$ cat config.mk
export PLATFORM = sky130hd
export DESIGN_NAME = delta_reorder_jitter_buffer_unit
export DESIGN_NICKNAME = d
export VERILOG_FILES = /design/src/design/drjb_pkg.sv /design/src/design/drjb_front.sv /design/src/design/drjb_engine.sv /design/src/design/delta_reorder_jitter_buffer_unit.sv
export VERILOG_INCLUDE_DIRS = /design/src /design/src/design
export SDC_FILE = /design/constraint.sdc
export NUM_CORES = 2
export LEC_CHECK = 0
export ABC_AREA = 1
export ABC_CLOCK_PERIOD_IN_PS = 12300
export BUFFER_PORTS_ARGS = -buffer_cell sky130_fd_sc_hd__clkbuf_2
export CAP_MARGIN = 20
export CORE_UTILIZATION = 57
export CTS_CLUSTER_SIZE = 20
export DETAILED_ROUTE_END_ITERATION = 7
export HOLD_SLACK_MARGIN = 0.03
export PLACE_DENSITY = 0.77
export SLEW_MARGIN = 20
export SYNTH_ARGS = -nofsm -noshare
export SYNTH_HDL_FRONTEND = slang
export SYNTH_SLANG_ARGS = --single-unit
$ cat constraint.sdc
create_clock -name clk -period 12.3 [get_ports clk]
set_input_delay 1.845 -clock clk [delete_from_list [all_inputs] [get_ports clk]]
set_output_delay 1.845 -clock clk [all_outputs]
set_load 0.01 [all_outputs]
$ cat src/design/delta_reorder_jitter_buffer_unit_defines.svh
// Assertion macros for the delta reorder jitter buffer.
// Included by the top level; no other dependencies.
`ifndef DELTA_REORDER_JITTER_BUFFER_UNIT_DEFINES_SVH
`define DELTA_REORDER_JITTER_BUFFER_UNIT_DEFINES_SVH
`ifndef SYNTHESIS
`define DRJB_ASSERT(label, clk, rst_n, prop, msg) \
    label: assert property (@(posedge clk) disable iff (!rst_n) prop) else $error(msg);
`define DRJB_ASSERT_NORST(label, clk, prop, msg) \
    label: assert property (@(posedge clk) prop) else $error(msg);
`else
`define DRJB_ASSERT(label, clk, rst_n, prop, msg)
`define DRJB_ASSERT_NORST(label, clk, prop, msg)
`endif
`endif

$ cat src/design/drjb_pkg.sv
// Shared types and constants for the delta reorder jitter buffer.
// No dependencies.
`default_nettype none
package drjb_pkg;
    localparam int SLOTS_DEF       = 8;
    localparam int TICK_BITS_DEF   = 32;
    localparam int HANDLE_BITS_DEF = 8;

    localparam logic [1:0] CMD_FULL  = 2'd0;
    localparam logic [1:0] CMD_DELTA = 2'd1;
    localparam logic [1:0] CMD_TICK  = 2'd2;

    localparam logic [2:0] OC_OK     = 3'd0;
    localparam logic [2:0] OC_CRC    = 3'd1;
    localparam logic [2:0] OC_DUP    = 3'd2;
    localparam logic [2:0] OC_OLD    = 3'd3;
    localparam logic [2:0] OC_BUF    = 3'd4;
    localparam logic [2:0] OC_TICK   = 3'd5;

    localparam logic [1:0] CFG_SLOTS   = 2'd0;
    localparam logic [1:0] CFG_MAXAGE  = 2'd1;
    localparam logic [1:0] CFG_AUTOREQ = 2'd2;

    typedef enum logic [2:0] {
        ST_IDLE,
        ST_DECIDE,
        ST_INSERT,
        ST_PROMOTE,
        ST_EVICT,
        ST_FINAL
    } eng_state_t;
endpackage
`default_nettype wire

$ cat src/design/drjb_front.sv
// Front end: accept input items into a two-entry command queue.
// Depends on drjb_pkg.
`default_nettype none
module drjb_front #(
    parameter int TICK_BITS   = drjb_pkg::TICK_BITS_DEF,
    parameter int HANDLE_BITS = drjb_pkg::HANDLE_BITS_DEF,
    localparam int W = 2 + 2 * TICK_BITS + HANDLE_BITS + 1
) (
    input  wire logic         clk,
    input  wire logic         rst_n,
    input  wire logic         in_valid,
    output logic              in_ready,
    input  wire logic [W-1:0] in_word,
    output logic              q_valid,
    input  wire logic         q_pop,
    output logic [W-1:0]      q_word
);
    import drjb_pkg::*;

    logic [W-1:0] mem_reg [2];
    logic         wp_reg, wp_next, rp_reg, rp_next;
    logic [1:0]   cnt_reg, cnt_next;
    logic         push;

    assign in_ready = (cnt_reg != 2'd2);
    assign push     = in_valid && in_ready;
    assign q_valid  = (cnt_reg != 2'd0);
    assign q_word   = mem_reg[rp_reg];

    always_comb
    begin
        wp_next  = push ? ~wp_reg : wp_reg;
        rp_next  = q_pop ? ~rp_reg : rp_reg;
        cnt_next = cnt_reg + {1'b0, push} - {1'b0, q_pop};
    end

    always_ff @(posedge clk)
    begin
        if (push)
        begin
            mem_reg[wp_reg] <= in_word;
        end
    end

    always_ff @(posedge clk or negedge rst_n)
    begin
        if (!rst_n)
        begin
            wp_reg  <= 1'b0;
            rp_reg  <= 1'b0;
            cnt_reg <= 2'd0;
        end
        else
        begin
            wp_reg  <= wp_next;
            rp_reg  <= rp_next;
            cnt_reg <= cnt_next;
        end
    end
endmodule
`default_nettype wire

$ cat src/design/drjb_engine.sv
// Back end: sorted jitter buffer and the command sequencer, one entry per step.
// Depends on drjb_pkg.
`default_nettype none
module drjb_engine #(
    parameter int SLOTS       = drjb_pkg::SLOTS_DEF,
    parameter int TICK_BITS   = drjb_pkg::TICK_BITS_DEF,
    parameter int HANDLE_BITS = drjb_pkg::HANDLE_BITS_DEF,
    localparam int W  = 2 + 2 * TICK_BITS + HANDLE_BITS + 1,
    localparam int IW = (SLOTS > 1) ? $clog2(SLOTS) : 1,
    localparam int CW = $clog2(SLOTS + 1)
) (
    input  wire logic         clk,
    input  wire logic         rst_n,
    input  wire logic         q_valid,
    output logic              q_pop,
    input  wire logic [W-1:0] q_word,
    input  wire logic [3:0]   cfg_slots,
    input  wire logic [31:0]  cfg_max_age,
    input  wire logic         cfg_auto_req,
    output logic              r_valid,
    input  wire logic         r_ready,
    output logic              r_kind,
    output logic [7:0]        r_handle,
    output logic [31:0]       r_tick,
    output logic [2:0]        r_outcome,
    output logic              r_req,
    output logic              r_evict,
    output logic              r_last,
    output logic [CW-1:0]     count
);
    import drjb_pkg::*;

    localparam int TB = TICK_BITS;
    localparam int HB = HANDLE_BITS;

    logic [TB-1:0] eb_reg [SLOTS];
    logic [TB-1:0] es_reg [SLOTS];
    logic [HB-1:0] eh_reg [SLOTS];

    eng_state_t    st_reg, st_next;
    logic [TB-1:0] la_reg;
    logic [CW-1:0] cnt_reg;
    logic [CW-1:0] rd_reg, wr_reg;
    logic [1:0]    cmd_reg;
    logic [TB-1:0] srv_reg, base_reg;
    logic [HB-1:0] h_reg;
    logic          crc_reg;
    logic [2:0]    oc_reg;
    logic          evf_reg, any_reg, req_reg;

    // most recent apply, held back until it is known whether it is the last result
    logic [HB-1:0] ph_reg;
    logic [TB-1:0] pt_reg;

    // output register (one result pending)
    logic          ov_reg;
    logic          ok_reg, ol_reg, orq_reg, oev_reg;
    logic [7:0]    oh_reg;
    logic [31:0]   ot_reg;
    logic [2:0]    oo_reg;

    logic          slot_free;
    logic [CW-1:0] cap;
    logic [IW-1:0] ri, wi;
    logic [TB-1:0] lead;
    logic          stale;
    logic          dec_apply;
    logic          emit;
    logic          emit_kind, emit_last, emit_req, emit_ev;
    logic [2:0]    emit_oc;
    logic [HB-1:0] emit_h;
    logic [TB-1:0] emit_tick;

    assign slot_free = !ov_reg || r_ready;
    assign ri = rd_reg[IW-1:0];
    assign wi = wr_reg[IW-1:0];
    assign count = cnt_reg;

    always_comb
    begin
        if (cfg_slots == 4'd0)
            cap = CW'(1);
        else if ({28'd0, cfg_slots} > 32'(SLOTS))
            cap = CW'(SLOTS);
        else
            cap = CW'(cfg_slots);
    end

    assign lead  = (es_reg[ri] > la_reg) ? es_reg[ri] - la_reg : '0;
    assign stale = (cfg_max_age != 32'd0) && (la_reg != '0)
                   && ({{(64-TB){1'b0}}, lead} > {32'd0, cfg_max_age});

    // set when the incoming snapshot is applied at once
    assign dec_apply = (cmd_reg == CMD_FULL && !crc_reg && srv_reg > la_reg)
                       || (cmd_reg == CMD_DELTA && base_reg == la_reg)
                       || (cmd_reg == CMD_DELTA && base_reg > la_reg && base_reg == srv_reg);

    assign q_pop = (st_reg == ST_IDLE) && q_valid;

    // next state
    always_comb
    begin
        st_next = st_reg;
        case (st_reg)
            ST_IDLE:    if (q_valid) st_next = ST_DECIDE;
            ST_DECIDE:
            begin
                if (slot_free)
                begin
                    st_next = ST_FINAL;
                    if (cmd_reg == CMD_TICK)
                        st_next = ST_PROMOTE;
                    else if (cmd_reg == CMD_DELTA && base_reg == la_reg)
                        st_next = ST_PROMOTE;
                    else if (cmd_reg == CMD_DELTA && base_reg > la_reg
                             && base_reg != srv_reg)
                        st_next = ST_INSERT;
                end
            end
            ST_INSERT:  if (rd_reg == '0 || wr_reg != '0) st_next = ST_FINAL;
            ST_PROMOTE:
            begin
                if (rd_reg >= cnt_reg && slot_free)
                    st_next = (cmd_reg == CMD_TICK) ? ST_EVICT : ST_FINAL;
            end
            ST_EVICT:   if (rd_reg >= cnt_reg) st_next = ST_FINAL;
            ST_FINAL:   if (slot_free) st_next = ST_IDLE;
            default:    st_next = ST_IDLE;
        endcase
    end

    // result outputs
    always_comb
    begin
        emit      = 1'b0;
        emit_kind = 1'b0;
        emit_h    = h_reg;
        emit_tick = la_reg;
        emit_last = 1'b0;
        emit_oc   = OC_OK;
        emit_req  = 1'b0;
        emit_ev   = 1'b0;
        case (st_reg)
            ST_PROMOTE:
            begin
                // a new apply pushes out the one held back before it
                if (rd_reg < cnt_reg && eb_reg[ri] == la_reg && any_reg)
                begin
                    emit = 1'b1; emit_h = ph_reg; emit_tick = pt_reg;
                end
            end
            ST_FINAL:
            begin
                emit      = 1'b1;
                emit_last = 1'b1;
                emit_oc   = oc_reg;
                emit_req  = req_reg;
                emit_ev   = evf_reg;
                if (any_reg)
                begin
                    emit_h    = ph_reg;
                    emit_tick = pt_reg;
                end
                else
                begin
                    emit_kind = 1'b1;
                    emit_h    = '0;
                end
            end
            default: emit = 1'b0;
        endcase
    end

    always_ff @(posedge clk)
    begin
        if (q_pop)
        begin
            {crc_reg, h_reg, base_reg, srv_reg, cmd_reg} <= q_word;
        end
        if (st_reg == ST_DECIDE)
        begin
            ph_reg <= h_reg;
            pt_reg <= srv_reg;
        end
        if (st_reg == ST_PROMOTE && slot_free && rd_reg < cnt_reg && eb_reg[ri] == la_reg)
        begin
            ph_reg <= eh_reg[ri];
            pt_reg <= es_reg[ri];
        end
        if (st_reg == ST_INSERT && rd_reg != '0 && wr_reg == '0)
        begin
            // shift one entry up; drop the new item in place when the slot below is smaller
            if (rd_reg == CW'(1) || eb_reg[IW'(rd_reg - CW'(2))] < base_reg)
            begin
                eb_reg[IW'(rd_reg - CW'(1))] <= base_reg;
                es_reg[IW'(rd_reg - CW'(1))] <= srv_reg;
                eh_reg[IW'(rd_reg - CW'(1))] <= h_reg;
            end
            else
            begin
                eb_reg[IW'(rd_reg - CW'(1))] <= eb_reg[IW'(rd_reg - CW'(2))];
                es_reg[IW'(rd_reg - CW'(1))] <= es_reg[IW'(rd_reg - CW'(2))];
                eh_reg[IW'(rd_reg - CW'(1))] <= eh_reg[IW'(rd_reg - CW'(2))];
            end
        end
        if (st_reg == ST_DECIDE && slot_free && cmd_reg == CMD_DELTA
            && base_reg > la_reg && base_reg != srv_reg && cnt_reg >= cap
            && cnt_reg != '0)
        begin
            // evict the oldest: shift everything down by one
            for (int k = 0; k + 1 < SLOTS; k++)
            begin
                eb_reg[k] <= eb_reg[k+1];
                es_reg[k] <= es_reg[k+1];
                eh_reg[k] <= eh_reg[k+1];
            end
        end
        if ((st_reg == ST_PROMOTE && slot_free && rd_reg < cnt_reg && eb_reg[ri] != la_reg)
            || (st_reg == ST_EVICT && rd_reg < cnt_reg && !stale))
        begin
            eb_reg[wi] <= eb_reg[ri];
            es_reg[wi] <= es_reg[ri];
            eh_reg[wi] <= eh_reg[ri];
        end
        if (emit && slot_free)
        begin
            ok_reg  <= emit_kind;
            oh_reg  <= 8'(emit_h);
            ot_reg  <= 32'(emit_tick);
            oo_reg  <= emit_oc;
            orq_reg <= emit_req;
            oev_reg <= emit_ev;
            ol_reg  <= emit_last;
        end
    end

    always_ff @(posedge clk or negedge rst_n)
    begin
        if (!rst_n)
        begin
            st_reg  <= ST_IDLE;
            la_reg  <= '0;
            cnt_reg <= '0;
            rd_reg  <= '0;
            wr_reg  <= '0;
            oc_reg  <= OC_OK;
            evf_reg <= 1'b0;
            any_reg <= 1'b0;
            req_reg <= 1'b0;
            ov_reg  <= 1'b0;
        end
        else
        begin
            st_reg <= st_next;
            if (emit && slot_free)
                ov_reg <= 1'b1;
            else if (r_ready)
                ov_reg <= 1'b0;
            case (st_reg)
                ST_IDLE:
                begin
                    evf_reg <= 1'b0;
                    any_reg <= 1'b0;
                    req_reg <= 1'b0;
                    oc_reg  <= OC_OK;
                    rd_reg  <= '0;
                    wr_reg  <= '0;
                end
                ST_DECIDE:
                begin
                    if (slot_free)
                    begin
                        any_reg <= dec_apply;
                        case (cmd_reg)
                            CMD_FULL:
                            begin
                                if (crc_reg)                oc_reg <= OC_CRC;
                                else if (srv_reg == la_reg) oc_reg <= OC_DUP;
                                else if (srv_reg < la_reg)  oc_reg <= OC_OLD;
                                else
                                begin
                                    la_reg  <= srv_reg;
                                    cnt_reg <= '0;
                                end
                            end
                            CMD_DELTA:
                            begin
                                if (base_reg == la_reg)
                                    la_reg <= srv_reg;
                                else if (base_reg < la_reg)
                                    oc_reg <= OC_OLD;
                                else if (base_reg == srv_reg)
                                    la_reg <= srv_reg;
                                else
                                begin
                                    oc_reg <= OC_BUF;
                                    if (cnt_reg >= cap && cnt_reg != '0)
                                    begin
                                        evf_reg <= 1'b1;
                                        rd_reg  <= cnt_reg;
                                        cnt_reg <= cnt_reg;
                                    end
                                    else
                                    begin
                                        rd_reg  <= cnt_reg + CW'(1);
                                        cnt_reg <= cnt_reg + CW'(1);
                                    end
                                end
                            end
                            CMD_TICK: oc_reg <= OC_TICK;
                            default:  oc_reg <= OC_OK;
                        endcase
                    end
                end
                ST_INSERT:
                begin
                    // walk down from the top; wr flags placement done
                    if (rd_reg != '0 && wr_reg == '0)
                    begin
                        if (rd_reg == CW'(1) || eb_reg[IW'(rd_reg - CW'(2))] < base_reg)
                            wr_reg <= CW'(1);
                        rd_reg <= rd_reg - CW'(1);
                    end
                end
                ST_PROMOTE:
                begin
                    if (slot_free)
                    begin
                        if (rd_reg < cnt_reg)
                        begin
                            rd_reg <= rd_reg + CW'(1);
                            if (eb_reg[ri] == la_reg)
                            begin
                                la_reg  <= es_reg[ri];
                                any_reg <= 1'b1;
                            end
                            else
                                wr_reg <= wr_reg + CW'(1);
                        end
                        else
                        begin
                            // request flag reflects the buffer right after the pass
                            req_reg <= cfg_auto_req && wr_reg != '0 && eb_reg[0] < la_reg;
                            cnt_reg <= wr_reg;
                            rd_reg  <= '0;
                            wr_reg  <= '0;
                        end
                    end
                end
                ST_EVICT:
                begin
                    if (rd_reg < cnt_reg)
                    begin
                        rd_reg <= rd_reg + CW'(1);
                        if (!stale) wr_reg <= wr_reg + CW'(1);
                    end
                    else
                        cnt_reg <= wr_reg;
                end
                default: ;
            endcase
        end
    end

    assign r_valid   = ov_reg;
    assign r_kind    = ok_reg;
    assign r_handle  = oh_reg;
    assign r_tick    = ot_reg;
    assign r_outcome = oo_reg;
    assign r_req     = orq_reg;
    assign r_evict   = oev_reg;
    assign r_last    = ol_reg;
endmodule
`default_nettype wire

$ cat src/design/delta_reorder_jitter_buffer_unit.sv
// Top level of the delta reorder jitter buffer: config registers, front queue, engine.
// Depends on drjb_pkg, drjb_front, drjb_engine and the defines header.
//
// channel   dir  handshake                fields
// s_axis    in   s_axis_tvalid/tready     tdata: command, server_tick, baseline_tick,
//                                          handle, crc_bad
// m_axis    out  m_axis_tvalid/tready     tdata: result_kind, apply_handle, applied_tick,
//                                          outcome, request_full, overflow_evict; tlast
// cfg       in   cfg_valid/cfg_ready      cfg_index, cfg_data
//
// An item goes through fetch and decide, then one buffer entry per step plus a closing step
// in the insert shift, promotion pass and stale sweep of the engine, then the final result.
// A two-entry queue takes items while the engine works; one output register holds
// each result, and a stalled output holds the engine. Reset clears all control state.
`default_nettype none
`include "delta_reorder_jitter_buffer_unit_defines.svh"
module delta_reorder_jitter_buffer_unit #(
    parameter int SLOTS       = drjb_pkg::SLOTS_DEF,
    parameter int TICK_BITS   = drjb_pkg::TICK_BITS_DEF,
    parameter int HANDLE_BITS = drjb_pkg::HANDLE_BITS_DEF,
    localparam int IW = 2 + 2 * TICK_BITS + HANDLE_BITS + 1,
    localparam int IB = ((IW + 7) / 8) * 8
) (
    input  wire logic          clk,
    input  wire logic          rst_n,
    input  wire logic          s_axis_tvalid,
    output logic               s_axis_tready,
    // command, server_tick, baseline_tick, handle, crc_bad (low bit up)
    input  wire logic [IB-1:0] s_axis_tdata,
    output logic               m_axis_tvalid,
    input  wire logic          m_axis_tready,
    // result_kind, apply_handle, applied_tick, outcome, request_full, overflow_evict
    output logic [47:0]        m_axis_tdata,
    output logic               m_axis_tlast,
    input  wire logic          cfg_valid,
    output logic               cfg_ready,
    input  wire logic [1:0]    cfg_index,
    input  wire logic [31:0]   cfg_data
);
    import drjb_pkg::*;

    localparam int CW = $clog2(SLOTS + 1);

    logic [3:0]  slots_reg;
    logic [31:0] max_age_reg;
    logic        auto_req_reg;

    logic          q_valid, q_pop;
    logic [IW-1:0] q_word;
    logic          r_kind, r_req, r_evict;
    logic [7:0]    r_handle;
    logic [31:0]   r_tick;
    logic [2:0]    r_outcome;
    logic [CW-1:0] count;

    assign cfg_ready = 1'b1;

    // hold config; writes must arrive only while idle, which the block itself does not enforce
    always_ff @(posedge clk or negedge rst_n)
    begin
        if (!rst_n)
        begin
            slots_reg    <= 4'd8;
            max_age_reg  <= 32'd0;
            auto_req_reg <= 1'b0;
        end
        else if (cfg_valid)
        begin
            case (cfg_index)
                CFG_SLOTS:   slots_reg    <= cfg_data[3:0];
                CFG_MAXAGE:  max_age_reg  <= cfg_data;
                CFG_AUTOREQ: auto_req_reg <= cfg_data[0];
                default:     ;
            endcase
        end
    end

    drjb_front #(.TICK_BITS(TICK_BITS), .HANDLE_BITS(HANDLE_BITS)) u_front (
        .clk      (clk),
        .rst_n    (rst_n),
        .in_valid (s_axis_tvalid),
        .in_ready (s_axis_tready),
        .in_word  (s_axis_tdata[IW-1:0]),
        .q_valid  (q_valid),
        .q_pop    (q_pop),
        .q_word   (q_word)
    );

    drjb_engine #(.SLOTS(SLOTS), .TICK_BITS(TICK_BITS), .HANDLE_BITS(HANDLE_BITS)) u_eng (
        .clk          (clk),
        .rst_n        (rst_n),
        .q_valid      (q_valid),
        .q_pop        (q_pop),
        .q_word       (q_word),
        .cfg_slots    (slots_reg),
        .cfg_max_age  (max_age_reg),
        .cfg_auto_req (auto_req_reg),
        .r_valid      (m_axis_tvalid),
        .r_ready      (m_axis_tready),
        .r_kind       (r_kind),
        .r_handle     (r_handle),
        .r_tick       (r_tick),
        .r_outcome    (r_outcome),
        .r_req        (r_req),
        .r_evict      (r_evict),
        .r_last       (m_axis_tlast),
        .count        (count)
    );

    assign m_axis_tdata = {2'b00, r_evict, r_req, r_outcome, r_tick, r_handle, r_kind};

    `DRJB_ASSERT(a_count_range, clk, rst_n, count <= CW'(SLOTS), "buffer count exceeds slots")
    `DRJB_ASSERT(a_kind_last, clk, rst_n, (m_axis_tvalid && r_kind) |-> m_axis_tlast, "outcome item not last")
    `DRJB_ASSERT(a_flags_last, clk, rst_n, (m_axis_tvalid && (r_req || r_evict)) |-> m_axis_tlast, "flags on non-last item")
endmodule
`default_nettype wire

==> impl_metrics.json <==
{
  "setup_ws_ns": 2.30,
  "pwr-share-comb_pct": 50.3,
  "rsz0062_at_grt": "false",
  "drtPass1Iterations": 6,
  "post_cts_buffers": 0,
  "floorplan.rows": 113,
  "antenna_left": 0,
  "area_growth_pct": 10.0,
  "htreeDepth": 3,
  "cts.clk_slew.worst_paths_ns": 0.06,
  "fp.dieH_microns": 312,
  "crit_path_frequent_cell": "nand2_1",
  "ios": 171,
  "die-area_sq_um": 97500,
  "timing.final.crit_period_ns": 10.0,
  "cts_made_buffers": 104,
  "drtIter0Drc": 6357,
  "gp_congestion": 0.987,
  "p_seq_share_pct": 32.7,
  "yosysWarnings": 0,
  "swShare_pct": 46.3,
  "slowest_stage": "dfrtp_4",
  "fin_crit_sh_pct": 81.3,
  "grt_pass1_wl_microns": 255000,
  "vias_per_cell": 6.23,
  "synth-seq-cells": 983,
  "critPathMaxFanout": 95,
  "grt_pass1_vias": 42400,
  "met3_usage_pct": 9.14,
  "leakagePower_nw": 24.4,
  "clkPwrFrac_pct": 16.9,
  "start_util_pct": 57.7,
  "numClockSinks": 983,
  "die_w_microns": 312,
  "skew_ns": 0.0537,
  "cts-root-buf": "clkbuf_16",
  "cts_resized": 0,
  "portBuffers": 162,
  "core_area_sq_um": 95200,
  "synth-main-ff-cell": "edfxtp_1",
  "outcome": "complete, no violations",
  "postSynthCellCount": 5997,
  "holdWs_ns": 0.473,
  "synthArstFlopShare_pct": 9.66,
  "busiest_layer": "met2",
  "postSynthAreaPerCell_sq_um": 9.15,
  "drive_gt1_share_pct": 10.6,
  "finalSetupViolations": 0,
  "hpwl_microns": 109000,
  "slew_headroom_pct": 26.6,
  "synth_area_sq_um": 54900,
  "place_ws_ns": 2.61,
  "grt_overflow": 0,
  "track_usage_pct": 34.4,
  "grt_antenna_before_repair": 5,
  "finalNetCount": 6350,
  "tightest_slew_ns": 1.10,
  "setup.worst_path.end_class": "register",
  "grtUsageMet2_pct": 51.1,
  "fin_setup_tns_ns": 0,
  "hold_viol": 0,
  "routed-via-count": 45900,
  "arrival_ns": 10.43,
  "p_int_mw": 10.3,
  "cp_slowest_stage_delay_ns": 0.69,
  "ir_drop_v": 0.000245,
  "fmax_ghz": 0.100,
  "synth-edff-count": 888,
  "switchingPower_mw": 8.87,
  "cts_tree": "built",
  "yosysSeqAreaShare_pct": 52.9,
  "cts_hold_buf": 0,
  "wl_microns": 171000,
  "worstSetupStartpointType": "register",
  "crit_type": "register to register",
  "use_met1_pct": 47.7,
  "min_path_type": "register to register",
  "p_total_mw": 19.1,
  "drc": 0,
  "clock_latency_ns": 0.74,
  "cap_violations": 0,
  "slew_viol_final": 0,
  "drt-wirelength-per-cell_microns": 23.2,
  "synthDistinctLibCells": 63,
  "grt_max_degree": 229,
  "power_density_nw_per_um2": 317,
  "cts.path.max_buffers": 3,
  "crit_required_ns": 12.73
}
[through the flow]
stage,cells,utilization (%),cell area [sq um]
after detailed placement,7178,59.7,56800
after global routing,7376,63.4,60400
after CTS,7372,63.4,60300
final,7377,63.4,60400
after global placement,7177,59.7,56800
after floorplan,5998,-,54900
[Yosys cell counts, types with 94 or more instances]
master    count  share of area [%]
o21ai_0     503                4.6
nor2_1      394                2.7
clkbuf_1    213                1.5
inv_1       321                2.2
nand4_1     108                1.2
ha_1        210                4.8
nand2_1    1854                 13
o22a_1      102                1.6
dfrtp_1      94                4.3
nand3_1     287                2.6
mux2i_1     139                2.5
edfxtp_1    888                 49
a21oi_1     263                2.4
[cell families after synthesis]
| family | share of synthesized area (%) |
|---|---|
| other | 0.0137 |
| adders and majority gates | 4.83 |
| buffers and inverters | 4.93 |
| AOI/OAI and AO/OA | 10.7 |
| and+or+nand+nor | 21.4 |
| DFF | 52.9 |
| muxes | 4.08 |
| xor gates and xnor gates | 1.10 |
[worst paths after layout]
path	from	cells past startpoint	slack, ns	end
max	u_eng.rd_reg[0]$_DFFE_PN0P_	34	2.30	u_eng.eb_reg[2][11]$_DFFE_PP_
min	u_eng.la_reg[6]$_DFFE_PN0P_	2	0.47	u_eng.la_reg[6]$_DFFE_PN0P_
max reg2reg	u_eng.rd_reg[0]$_DFFE_PN0P_	34	2.30	u_eng.eb_reg[2][11]$_DFFE_PP_
min reg2reg	u_eng.la_reg[6]$_DFFE_PN0P_	2	0.47	u_eng.la_reg[6]$_DFFE_PN0P_
max in group asynchronous	rst_n	2	9.81	u_eng.rd_reg[0]$_DFFE_PN0P_
min in group asynchronous	rst_n	1	1.11	max_age_reg[29]$_DFFE_PN0P_
[placed cells by master, fill, tap and decap left out, types with 10 or more instances in the layout]
cell type     n
nand3_1     285
o21ai_1      31
edfxtp_1    888
clkbuf_8     12
mux2_2       75
ha_1        209
dfrtp_1      90
xnor2_1      21
bufinv_16    10
mux2i_1     139
nand4_1     108
buf_4        74
or2_2        62
clkbuf_2    161
clkbuf_16   105
o21ai_0     503
nor2_1      386
clkbuf_1     22
o22a_1      102
buf_12       11
clkinv_2     15
xor2_1       48
nand2_1    1847
o211ai_1     57
a21oi_1     261
nor4_1       19
nor3_1       19
nand2_2      66
inv_1       318
clkinv_1     19
[worst max-delay path: cells and delay by family, from the launching register on]
family          cells  cell delay (ns)
flops               1             0.69
buf+inv             4             1.50
simple gates       13             3.74
compound gates     15             2.88
fa+ha+maj           2             0.65
[layout make-up]
class,instances,area (sq um)
fill,7571,34800
sequential,983,29100
multi-input combinational,4356,23300
clock buffer,139,2880
tap,1265,1580
timing repair buffer,246,1580
inverter,329,1250
clock inverter,55,653
antenna,4,10.0
[power by group through the flow]
stage | Sequential, mW | Clock [mW] | Combinational [mW]
floorplan | 5.97 | 0 | 6.50
global placement | 6.22 | 0 | 9.02
detailed placement | 6.25 | 0 | 9.31
CTS | 6.20 | 3.25 | 9.37
global route | 6.31 | 3.38 | 10.5
finish | 6.27 | 3.24 | 9.63
[routing by layer]
metal	vias up	routed length, microns
met5	-	27
met4	4	7940
met1	21500	65300
met2	3114	73800
met3	552	24400
li1	20700	-
No activity file was read; power rests on OpenSTA's default activity.
